===== src/design/lrs_pkg.sv =====
`default_nettype none
package lrs_pkg;

   localparam int SAMPLE_BITS = 16;
   localparam int FRAC_BITS = 16;
   localparam int COUNT_BITS = 11;
   localparam int POS_BITS = 10;
   localparam int PHASE_BITS = 26;
   localparam int MAX_LEN = 1024;
   localparam int MAX_OUT_PER_SAMPLE = 64;
   localparam int BURST_BITS = 7;
   localparam int DIV_STEPS = PHASE_BITS;
   localparam int DIV_CNT_BITS = 5;
   localparam int CSR_INDEX_BITS = 2;

   localparam logic [CSR_INDEX_BITS-1:0] CSR_IN_COUNT = 2'd0;
   localparam logic [CSR_INDEX_BITS-1:0] CSR_OUT_COUNT = 2'd1;

   localparam logic [COUNT_BITS-1:0] IN_COUNT_RESET = 11'd200;
   localparam logic [COUNT_BITS-1:0] OUT_COUNT_RESET = 11'd740;

   // controller to datapath
   typedef struct packed {
      logic calc;        // derive effective counts, load divider
      logic div_step;    // one restoring division step
      logic accept;      // capture incoming word
      logic emit_load;   // register interpolation product
      logic out_load;    // load result register, advance phase
      logic finish;      // close out current input word
   } cmd_type;

   // datapath to controller
   typedef struct packed {
      logic cfg_write;
      logic div_last;
      logic emit_ok;
      logic out_free;
   } status_type;

endpackage
`default_nettype wire


===== src/design/lrs_ctrl.sv =====
`default_nettype none
module lrs_ctrl (
   input  wire logic               clock,
   input  wire logic               reset,
   input  wire logic               req_valid,
   output logic                    req_ready,
   input  wire lrs_pkg::status_type status,
   output lrs_pkg::cmd_type        cmd
);

   localparam logic [2:0] S_CALC  = 3'd0;
   localparam logic [2:0] S_DIV   = 3'd1;
   localparam logic [2:0] S_IDLE  = 3'd2;
   localparam logic [2:0] S_CHECK = 3'd3;
   localparam logic [2:0] S_EMIT  = 3'd4;

   logic [2:0] state_ff;
   logic [2:0] state_in;

   always_comb begin
      state_in = state_ff;
      cmd = '0;
      req_ready = 1'b0;
      unique case (state_ff)
         S_CALC: begin
            cmd.calc = 1'b1;
            state_in = S_DIV;
         end
         S_DIV: begin
            cmd.div_step = 1'b1;
            if (status.div_last) begin
               state_in = S_IDLE;
            end
         end
         S_IDLE: begin
            req_ready = 1'b1;
            if (req_valid) begin
               cmd.accept = 1'b1;
               state_in = S_CHECK;
            end
         end
         S_CHECK: begin
            if (status.emit_ok) begin
               cmd.emit_load = 1'b1;
               state_in = S_EMIT;
            end else begin
               cmd.finish = 1'b1;
               state_in = S_IDLE;
            end
         end
         S_EMIT: begin
            // hold while the result register is still occupied
            if (status.out_free) begin
               cmd.out_load = 1'b1;
               state_in = S_CHECK;
            end
         end
         default: begin
            state_in = S_CALC;
         end
      endcase
      // a register write restarts the step computation
      if (status.cfg_write) begin
         state_in = S_CALC;
         cmd.accept = 1'b0;
         cmd.emit_load = 1'b0;
         cmd.out_load = 1'b0;
         cmd.finish = 1'b0;
         req_ready = 1'b0;
      end
   end

   always_ff @(posedge clock) begin
      if (reset) begin
         state_ff <= S_CALC;
      end else begin
         state_ff <= state_in;
      end
   end

endmodule
`default_nettype wire


===== src/design/lrs_datapath.sv =====
`default_nettype none
module lrs_datapath (
   input  wire logic                                clock,
   input  wire logic                                reset,
   input  wire logic                                csr_write_enable,
   input  wire logic [lrs_pkg::CSR_INDEX_BITS-1:0]  csr_index,
   input  wire logic [lrs_pkg::COUNT_BITS-1:0]      csr_write_data,
   input  wire logic signed [lrs_pkg::SAMPLE_BITS-1:0] req_sample_in,
   output logic signed [lrs_pkg::SAMPLE_BITS-1:0]   rsp_sample_out,
   output logic                                     rsp_frame_end,
   output logic                                     rsp_valid,
   input  wire logic                                rsp_ready,
   input  wire lrs_pkg::cmd_type                    cmd,
   output lrs_pkg::status_type                      status
);

   localparam int SB = lrs_pkg::SAMPLE_BITS;
   localparam int FB = lrs_pkg::FRAC_BITS;
   localparam int CB = lrs_pkg::COUNT_BITS;
   localparam int PB = lrs_pkg::POS_BITS;
   localparam int AB = lrs_pkg::PHASE_BITS;
   localparam int NB = lrs_pkg::BURST_BITS;
   localparam int DB = lrs_pkg::DIV_CNT_BITS;
   localparam int PRODB = SB + FB + 1;

   // configuration
   logic [CB-1:0] in_count_ff, in_count_in;
   logic [CB-1:0] out_count_ff, out_count_in;
   logic [CB-1:0] eff_in_ff, eff_in_in;
   logic [CB-1:0] eff_out_ff, eff_out_in;

   // divider; dq holds the dividend, then the quotient (phase step)
   logic [AB-1:0] dq_ff, dq_in;
   logic [PB-1:0] rem_ff, rem_in;
   logic [PB-1:0] divisor_ff, divisor_in;
   logic [DB-1:0] div_cnt_ff, div_cnt_in;

   // frame state
   logic signed [SB-1:0] prev_ff, prev_in;
   logic signed [SB-1:0] x_ff, x_in;
   logic [PB-1:0] in_pos_ff, in_pos_in;
   logic [CB-1:0] out_pos_ff, out_pos_in;
   logic [AB-1:0] phase_ff, phase_in;
   logic [NB-1:0] burst_ff, burst_in;

   // interpolation
   logic signed [PRODB-1:0] prod_ff, prod_in;
   logic take_x_ff, take_x_in;

   // result register
   logic signed [SB-1:0] rsp_sample_ff, rsp_sample_in;
   logic rsp_end_ff, rsp_end_in;
   logic rsp_valid_ff, rsp_valid_in;

   logic cfg_hit;
   logic [CB-1:0] ein_c;
   logic [CB+5:0] hi_wide;
   logic [CB-1:0] hi_c;
   logic [CB-1:0] eout_c;
   logic [CB-1:0] ein_m1;
   logic [PB:0] rem_sh;
   logic [PB:0] rem_diff;
   logic rem_ge;
   logic [PB-1:0] idx;
   logic [PB-1:0] p_m1;
   logic hit_prev, hit_last;
   logic signed [SB:0] diff;
   logic signed [SB:0] frac_s;
   logic signed [2*SB+1:0] prod_full;
   logic signed [SB:0] y_wide;
   logic [CB-1:0] out_pos_nx;
   logic [PB:0] in_pos_nx;

   assign cfg_hit = csr_write_enable &&
                    (csr_index == lrs_pkg::CSR_IN_COUNT || csr_index == lrs_pkg::CSR_OUT_COUNT);

   // clamp the counts
   always_comb begin
      ein_c = in_count_ff;
      if (in_count_ff < CB'(2)) begin
         ein_c = CB'(2);
      end else if (in_count_ff > CB'(lrs_pkg::MAX_LEN)) begin
         ein_c = CB'(lrs_pkg::MAX_LEN);
      end
      ein_m1 = ein_c - CB'(1);
      hi_wide = (CB+6)'(ein_m1) * (CB+6)'(lrs_pkg::MAX_OUT_PER_SAMPLE - 1) + (CB+6)'(1);
      if (hi_wide > (CB+6)'(lrs_pkg::MAX_LEN)) begin
         hi_c = CB'(lrs_pkg::MAX_LEN);
      end else begin
         hi_c = hi_wide[CB-1:0];
      end
      eout_c = out_count_ff;
      if (out_count_ff < CB'(2)) begin
         eout_c = CB'(2);
      end else if (out_count_ff > hi_c) begin
         eout_c = hi_c;
      end
   end

   // restoring division step
   assign rem_sh = {rem_ff, dq_ff[AB-1]};
   assign rem_ge = rem_sh >= {1'b0, divisor_ff};
   assign rem_diff = rem_sh - {1'b0, divisor_ff};

   // position tests
   assign idx = phase_ff[AB-1:FB];
   assign p_m1 = in_pos_ff - PB'(1);
   assign hit_prev = idx == p_m1;
   assign hit_last = (idx == in_pos_ff) && ({1'b0, in_pos_ff} == eff_in_ff - CB'(1));

   assign diff = {x_ff[SB-1], x_ff} - {prev_ff[SB-1], prev_ff};
   assign frac_s = $signed({1'b0, phase_ff[FB-1:0]});
   assign prod_full = diff * frac_s;
   assign y_wide = {prev_ff[SB-1], prev_ff} + prod_ff[PRODB-1:FB];
   assign out_pos_nx = out_pos_ff + CB'(1);
   assign in_pos_nx = {1'b0, in_pos_ff} + (PB+1)'(1);

   always_comb begin
      status.cfg_write = cfg_hit;
      status.div_last = div_cnt_ff == DB'(lrs_pkg::DIV_STEPS - 1);
      status.emit_ok = (in_pos_ff != '0) && (out_pos_ff < eff_out_ff) &&
                       (burst_ff < NB'(lrs_pkg::MAX_OUT_PER_SAMPLE)) && (hit_prev || hit_last);
      status.out_free = !rsp_valid_ff || rsp_ready;
   end

   always_comb begin
      in_count_in = in_count_ff;
      out_count_in = out_count_ff;
      eff_in_in = eff_in_ff;
      eff_out_in = eff_out_ff;
      dq_in = dq_ff;
      rem_in = rem_ff;
      divisor_in = divisor_ff;
      div_cnt_in = div_cnt_ff;
      prev_in = prev_ff;
      x_in = x_ff;
      in_pos_in = in_pos_ff;
      out_pos_in = out_pos_ff;
      phase_in = phase_ff;
      burst_in = burst_ff;
      prod_in = prod_ff;
      take_x_in = take_x_ff;
      rsp_sample_in = rsp_sample_ff;
      rsp_end_in = rsp_end_ff;
      rsp_valid_in = rsp_valid_ff && !rsp_ready;

      if (cmd.calc) begin
         eff_in_in = ein_c;
         eff_out_in = eout_c;
         dq_in = {ein_m1[PB-1:0], {FB{1'b0}}};
         divisor_in = PB'(eout_c - CB'(1));
         rem_in = '0;
         div_cnt_in = '0;
      end
      if (cmd.div_step) begin
         dq_in = {dq_ff[AB-2:0], rem_ge};
         rem_in = rem_ge ? rem_diff[PB-1:0] : rem_sh[PB-1:0];
         div_cnt_in = div_cnt_ff + DB'(1);
      end
      if (cmd.accept) begin
         x_in = req_sample_in;
         burst_in = '0;
      end
      if (cmd.emit_load) begin
         prod_in = prod_full[PRODB-1:0];
         take_x_in = !hit_prev;
      end
      if (cmd.out_load) begin
         rsp_sample_in = take_x_ff ? x_ff : y_wide[SB-1:0];
         rsp_end_in = out_pos_nx == eff_out_ff;
         rsp_valid_in = 1'b1;
         out_pos_in = out_pos_nx;
         phase_in = phase_ff + dq_ff;
         burst_in = burst_ff + NB'(1);
      end
      if (cmd.finish) begin
         prev_in = x_ff;
         // wrap to a new frame after the last input word
         if (in_pos_nx >= eff_in_ff) begin
            in_pos_in = '0;
            out_pos_in = '0;
            phase_in = '0;
         end else begin
            in_pos_in = in_pos_nx[PB-1:0];
         end
      end
      if (csr_write_enable && csr_index == lrs_pkg::CSR_IN_COUNT) begin
         in_count_in = csr_write_data;
      end
      if (csr_write_enable && csr_index == lrs_pkg::CSR_OUT_COUNT) begin
         out_count_in = csr_write_data;
      end
      if (cfg_hit) begin
         prev_in = '0;
         in_pos_in = '0;
         out_pos_in = '0;
         phase_in = '0;
      end
   end

   always_ff @(posedge clock) begin
      if (reset) begin
         in_count_ff <= lrs_pkg::IN_COUNT_RESET;
         out_count_ff <= lrs_pkg::OUT_COUNT_RESET;
         eff_in_ff <= lrs_pkg::IN_COUNT_RESET;
         eff_out_ff <= lrs_pkg::OUT_COUNT_RESET;
         div_cnt_ff <= '0;
         prev_ff <= '0;
         in_pos_ff <= '0;
         out_pos_ff <= '0;
         phase_ff <= '0;
         burst_ff <= '0;
         rsp_valid_ff <= 1'b0;
      end else begin
         in_count_ff <= in_count_in;
         out_count_ff <= out_count_in;
         eff_in_ff <= eff_in_in;
         eff_out_ff <= eff_out_in;
         div_cnt_ff <= div_cnt_in;
         prev_ff <= prev_in;
         in_pos_ff <= in_pos_in;
         out_pos_ff <= out_pos_in;
         phase_ff <= phase_in;
         burst_ff <= burst_in;
         rsp_valid_ff <= rsp_valid_in;
      end
   end

   always_ff @(posedge clock) begin
      dq_ff <= dq_in;
      rem_ff <= rem_in;
      divisor_ff <= divisor_in;
      x_ff <= x_in;
      prod_ff <= prod_in;
      take_x_ff <= take_x_in;
      rsp_sample_ff <= rsp_sample_in;
      rsp_end_ff <= rsp_end_in;
   end

   assign rsp_sample_out = rsp_sample_ff;
   assign rsp_frame_end = rsp_end_ff;
   assign rsp_valid = rsp_valid_ff;

endmodule
`default_nettype wire


===== src/design/linear_resampler_unit.sv =====
// Linear interpolation resampler: each frame of in_count signed 16-bit words
// on the req_ channel becomes out_count interpolated words on the rsp_ channel,
// rsp_frame_end marking the last word of a frame. Both channels use
// valid/ready. Register writes (csr_index 0: in_count, 1: out_count) clamp the
// counts, restart the frame and recompute the Q16 phase step with a restoring
// divider, one quotient bit per cycle: req_ready stays low after reset or after
// any register write until the division is done.
// Per input word: one accept step, then for each result produced a product
// register step and a result register step, then one closing step. The first
// word of a frame releases no result.
// Results leave through a single output register; when the receiver stalls,
// the block finishes its current product and holds until that register is
// taken, and accepts no new word until the current one is closed out.
`default_nettype none
module linear_resampler_unit (
   input  wire logic                                   clock,
   input  wire logic                                   reset,
   input  wire logic                                   req_valid,
   output logic                                        req_ready,
   input  wire logic signed [lrs_pkg::SAMPLE_BITS-1:0] req_sample_in,
   output logic                                        rsp_valid,
   input  wire logic                                   rsp_ready,
   output logic signed [lrs_pkg::SAMPLE_BITS-1:0]      rsp_sample_out,
   output logic                                        rsp_frame_end,
   input  wire logic                                   csr_write_enable,
   input  wire logic [lrs_pkg::CSR_INDEX_BITS-1:0]     csr_index,
   input  wire logic [lrs_pkg::COUNT_BITS-1:0]         csr_write_data
);

   lrs_pkg::cmd_type    cmd;
   lrs_pkg::status_type status;

   lrs_ctrl u_ctrl (
      .clock     (clock),
      .reset     (reset),
      .req_valid (req_valid),
      .req_ready (req_ready),
      .status    (status),
      .cmd       (cmd)
   );

   lrs_datapath u_datapath (
      .clock            (clock),
      .reset            (reset),
      .csr_write_enable (csr_write_enable),
      .csr_index        (csr_index),
      .csr_write_data   (csr_write_data),
      .req_sample_in    (req_sample_in),
      .rsp_sample_out   (rsp_sample_out),
      .rsp_frame_end    (rsp_frame_end),
      .rsp_valid        (rsp_valid),
      .rsp_ready        (rsp_ready),
      .cmd              (cmd),
      .status           (status)
   );

endmodule
`default_nettype wire

===== config.mk =====
export PLATFORM = sky130hd
export DESIGN_NAME = linear_resampler_unit
export DESIGN_NICKNAME = d
export VERILOG_FILES = /design/src/design/lrs_pkg.sv /design/src/design/lrs_ctrl.sv /design/src/design/lrs_datapath.sv /design/src/design/linear_resampler_unit.sv
export SDC_FILE = /design/constraint.sdc
export NUM_CORES = 1
export LEC_CHECK = 0
export BUFFER_PORTS_ARGS = -buffer_cell sky130_fd_sc_hd__buf_2
export CORE_MARGIN = 8
export CORE_UTILIZATION = 35
export DETAILED_ROUTE_END_ITERATION = 12
export PLACE_DENSITY = 0.61
export SYNTH_ARGS = -nofsm -noshare
export SYNTH_HDL_FRONTEND = slang
export SYNTH_HIERARCHICAL = 1
export SYNTH_SLANG_ARGS = --single-unit

===== constraint.sdc =====
create_clock -name clock -period 13.2 [get_ports clock]
set_input_delay 1.32 -clock clock [delete_from_list [all_inputs] [get_ports clock]]
set_output_delay 1.32 -clock clock [all_outputs]
set_load 0.01 [all_outputs]

==> flow_metrics.tcl <==
set metrics [dict create \
    via_per_inst 5.00 \
    rsz0062_at_grt "false" \
    synthToLayoutAreaGrowth_pct 8.56 \
    tritoncts "built" \
    clkLatencyLatePin_ns 0.56 \
    drc 0 \
    muxShareOfSynthArea 0.0251 \
    grt_usage 0.150 \
    cts_resized 0 \
    grt_pass1_vias 19317 \
    maxSlewViolCount 0 \
    detail-route-antenna-nets 0 \
    ys_seq_area_frac 0.209 \
    cts.sinks 219 \
    power.density_mw_per_mm2 100 \
    layout-drive-gt1-share 0.0625 \
    timing.critical_path.mode_cell "ha_1" \
    setup-violations-final 0 \
    dr.pass1.iters 5 \
    fin_ws_ns 2.70 \
    gp_congestion 0.875 \
    p_leak_uw 0.0118 \
    yosysWarningCount 6 \
    finalCriticalPeriod_ns 10.50 \
    cp_max_fo 28 \
    fin_setup_tns_ns 0 \
    finalInstanceArea_sq_mm 0.0278 \
    worst_pin_slew_ns 1.16 \
    hpwl_um 49000 \
    dp.cells 3794 \
    fin_crit_sh 0.795 \
    postCtsSetupBuffers 0 \
    hold_buffers 0 \
    synth_area_sq_mm 0.0256 \
    antenna_found_initial 0 \
    row_count 99 \
    status "complete, no violations" \
    io_pins 53 \
    start_util 0.352 \
    grt_overflow 0 \
    critical-path-slowest-cell "o31ai_4" \
    synth_edf_count 96 \
    cts_root_buffer "clkbuf_16" \
    ir_worst_vdd_mv 0.173 \
    dieArea_sq_mm 0.0820 \
    wl_um 62100 \
    setup.worst_path.class "reg2reg" \
    vias 19189 \
    fin_skew_ns 0.0174 \
    final_cells 3841 \
    synth_nets 3414 \
    synth_top_family_by_area "adder cells" \
    post-place-ws_ns 2.81 \
    relSlewSlack 0.228 \
    placed_area_sq_mm 0.0269 \
    synthCells 2871 \
    yosys.cell_types.count 90 \
    wire_per_inst_um 16.2 \
    hp-class "reg2reg" \
    max_freq_mhz 95.3 \
    port_buffers 52 \
    clkSlewWorstSetupHoldPaths_ns 0.06 \
    cts.htree.levels 1 \
    maxCapViolations 0 \
    synth_area_per_cell_sq_um 8.92 \
    start_kind "flop" \
    cts_buffers 25 \
    synthXorXnorAreaFrac 0.0541 \
    core_area_sq_mm 0.0727 \
    critPathMaxStageDelay_ns 1.00 \
    cts.path.max_buffers 3 \
    die_h_um 286 \
    dieWidth_um 286 \
    drtIter0Drc 959 \
    synthArstFlopShare 0 \
    cp-end-kind "flop" \
    grt_max_degree 63 \
    synth_compound_area_frac 0.117 \
    fin_nets 3405 \
    yosys.area_share.simple 0.180 \
    arrival_ns 10.80 \
    grt_pass1_wl_um 102000 \
    hold_violations 0 \
    synth_fa_ha_area_frac 0.334 \
    fillers 7349 \
    crit_required_ns 13.50 \
    ys_ff_latch 219 \
    synthFlopType "dfxtp_1" \
]
==> cells in the final DEF (no fill, tap or decap), types with 33 or more instances in the layout <==
cell type  count
xor2_1        57
buf_4         35
nor2b_1       57
and2_1       126
nand2_1      339
nand3_1       61
ha_1         220
edfxtp_1      96
inv_1        427
dfxtp_1      123
fa_1         289
nor2_1       149
nor3_1        33
mux2i_1       54
o21ai_0       90
xnor2_1       97
a21oi_1      108
buf_2         52
==> cell families (layout without fill, tap and decap cells) <==
| logic type | after synthesis | in the layout |
|---|---|---|
| and+or+nand+nor | 935 | 935 |
| buffers and inverters | 551 | 561 |
| adders and majority gates | 510 | 510 |
| AOI/OAI and AO/OA | 435 | 435 |
| DFF | 219 | 219 |
| xor gates and xnor gates | 158 | 158 |
| muxes | 63 | 63 |
| other | 0 | 1 |
==> synth_stat cells (35+ instances only) <==
master    number  area share
nor2b_1       58       0.014
xnor2_1       98       0.034
ha_1         220        0.11
dfxtp_1      123       0.096
o21ai_0       90       0.018
nand2_1      339       0.050
a21oi_1      108       0.021
fa_1         289        0.23
and2_1       126       0.031
edfxtp_1      96        0.11
nand3_1       61       0.012
clkbuf_1     106       0.016
nor3_1        35      0.0068
mux2i_1       54       0.021
inv_1        427       0.063
nor2_1       150       0.022
xor2_1        60       0.021
==> area by class of cell <==
type,instances,area [sq um],area share
antenna,1,2.50,0.0000901
clock buffer,31,668,0.0240
clock inverter,15,196,0.00707
inverter,428,1610,0.0578
multi-input combinational,2101,18200,0.657
sequential,219,5350,0.192
tap,959,1200,0.0432
timing repair buffer,87,523,0.0188
==> critical path: cells and delay by family, from the launching register on <==
family          cells  cell delay, ns
simple gates        9            2.25
flops               1            0.35
fa+ha+maj           7            2.65
xor+xnor            3            0.83
compound gates     11            3.77
buf+inv             3            0.37
==> worst paths after layout <==
kind                                          start                               endpoint  slack (ns)  cells after the start
min reg2reg   u_datapath/eff_out_ff[0]$_SDFFE_PP0P_  u_datapath/eff_out_ff[0]$_SDFFE_PP0P_        0.47                      2
max          u_datapath/in_count_ff[3]$_SDFFE_PP1P_     u_datapath/divisor_ff[8]$_DFFE_PP_        2.70                     33
min           u_datapath/eff_out_ff[0]$_SDFFE_PP0P_  u_datapath/eff_out_ff[0]$_SDFFE_PP0P_        0.47                      2
max reg2reg  u_datapath/in_count_ff[3]$_SDFFE_PP1P_     u_datapath/divisor_ff[8]$_DFFE_PP_        2.70                     33
==> per-layer routing <==
layer	vias up	global-route usage	wire, um
met3	72	0.0150	2160
met2	343	0.259	29900
met4	0	0.0305	1240
met1	9306	0.201	28800
li1	9468	-	-
met5	-	0	0
==> power by group <==
part | total (uW) | switching, uW | internal, uW
logic | 1230 | 739 | 495
registers | 812 | 39.5 | 772
clock network | 745 | 305 | 440
total | 2790 | 1080 | 1710
==> sequential cells by signal (all words and copies together), names as in the netlist, 3 cells and up <==
register and cells:
u_ctrl/state_ff 3, u_datapath/burst_ff 7, u_datapath/div_cnt_ff 5, u_datapath/divisor_ff 10, u_datapath/dq_ff 26, u_datapath/eff_in_ff 11, u_datapath/eff_out_ff 11, u_datapath/in_count_ff 11
u_datapath/in_pos_ff 10, u_datapath/out_count_ff 11, u_datapath/out_pos_ff 11, u_datapath/phase_ff 26, u_datapath/prev_ff 16, u_datapath/prod_ff 16, u_datapath/rem_ff 10, u_datapath/rsp_sample_out 16
u_datapath/x_ff 16
==> per-stage QoR <==
step	hold WS (ns)	utilization	total power, uW
floorplan	0.440	-	1790
global placement	0.464	0.370	2050
detailed placement	0.464	0.370	2050
CTS	0.472	0.382	2810
global route	0.491	0.382	3000
finish	0.471	0.382	2790
(Power assumes the default switching activity.)
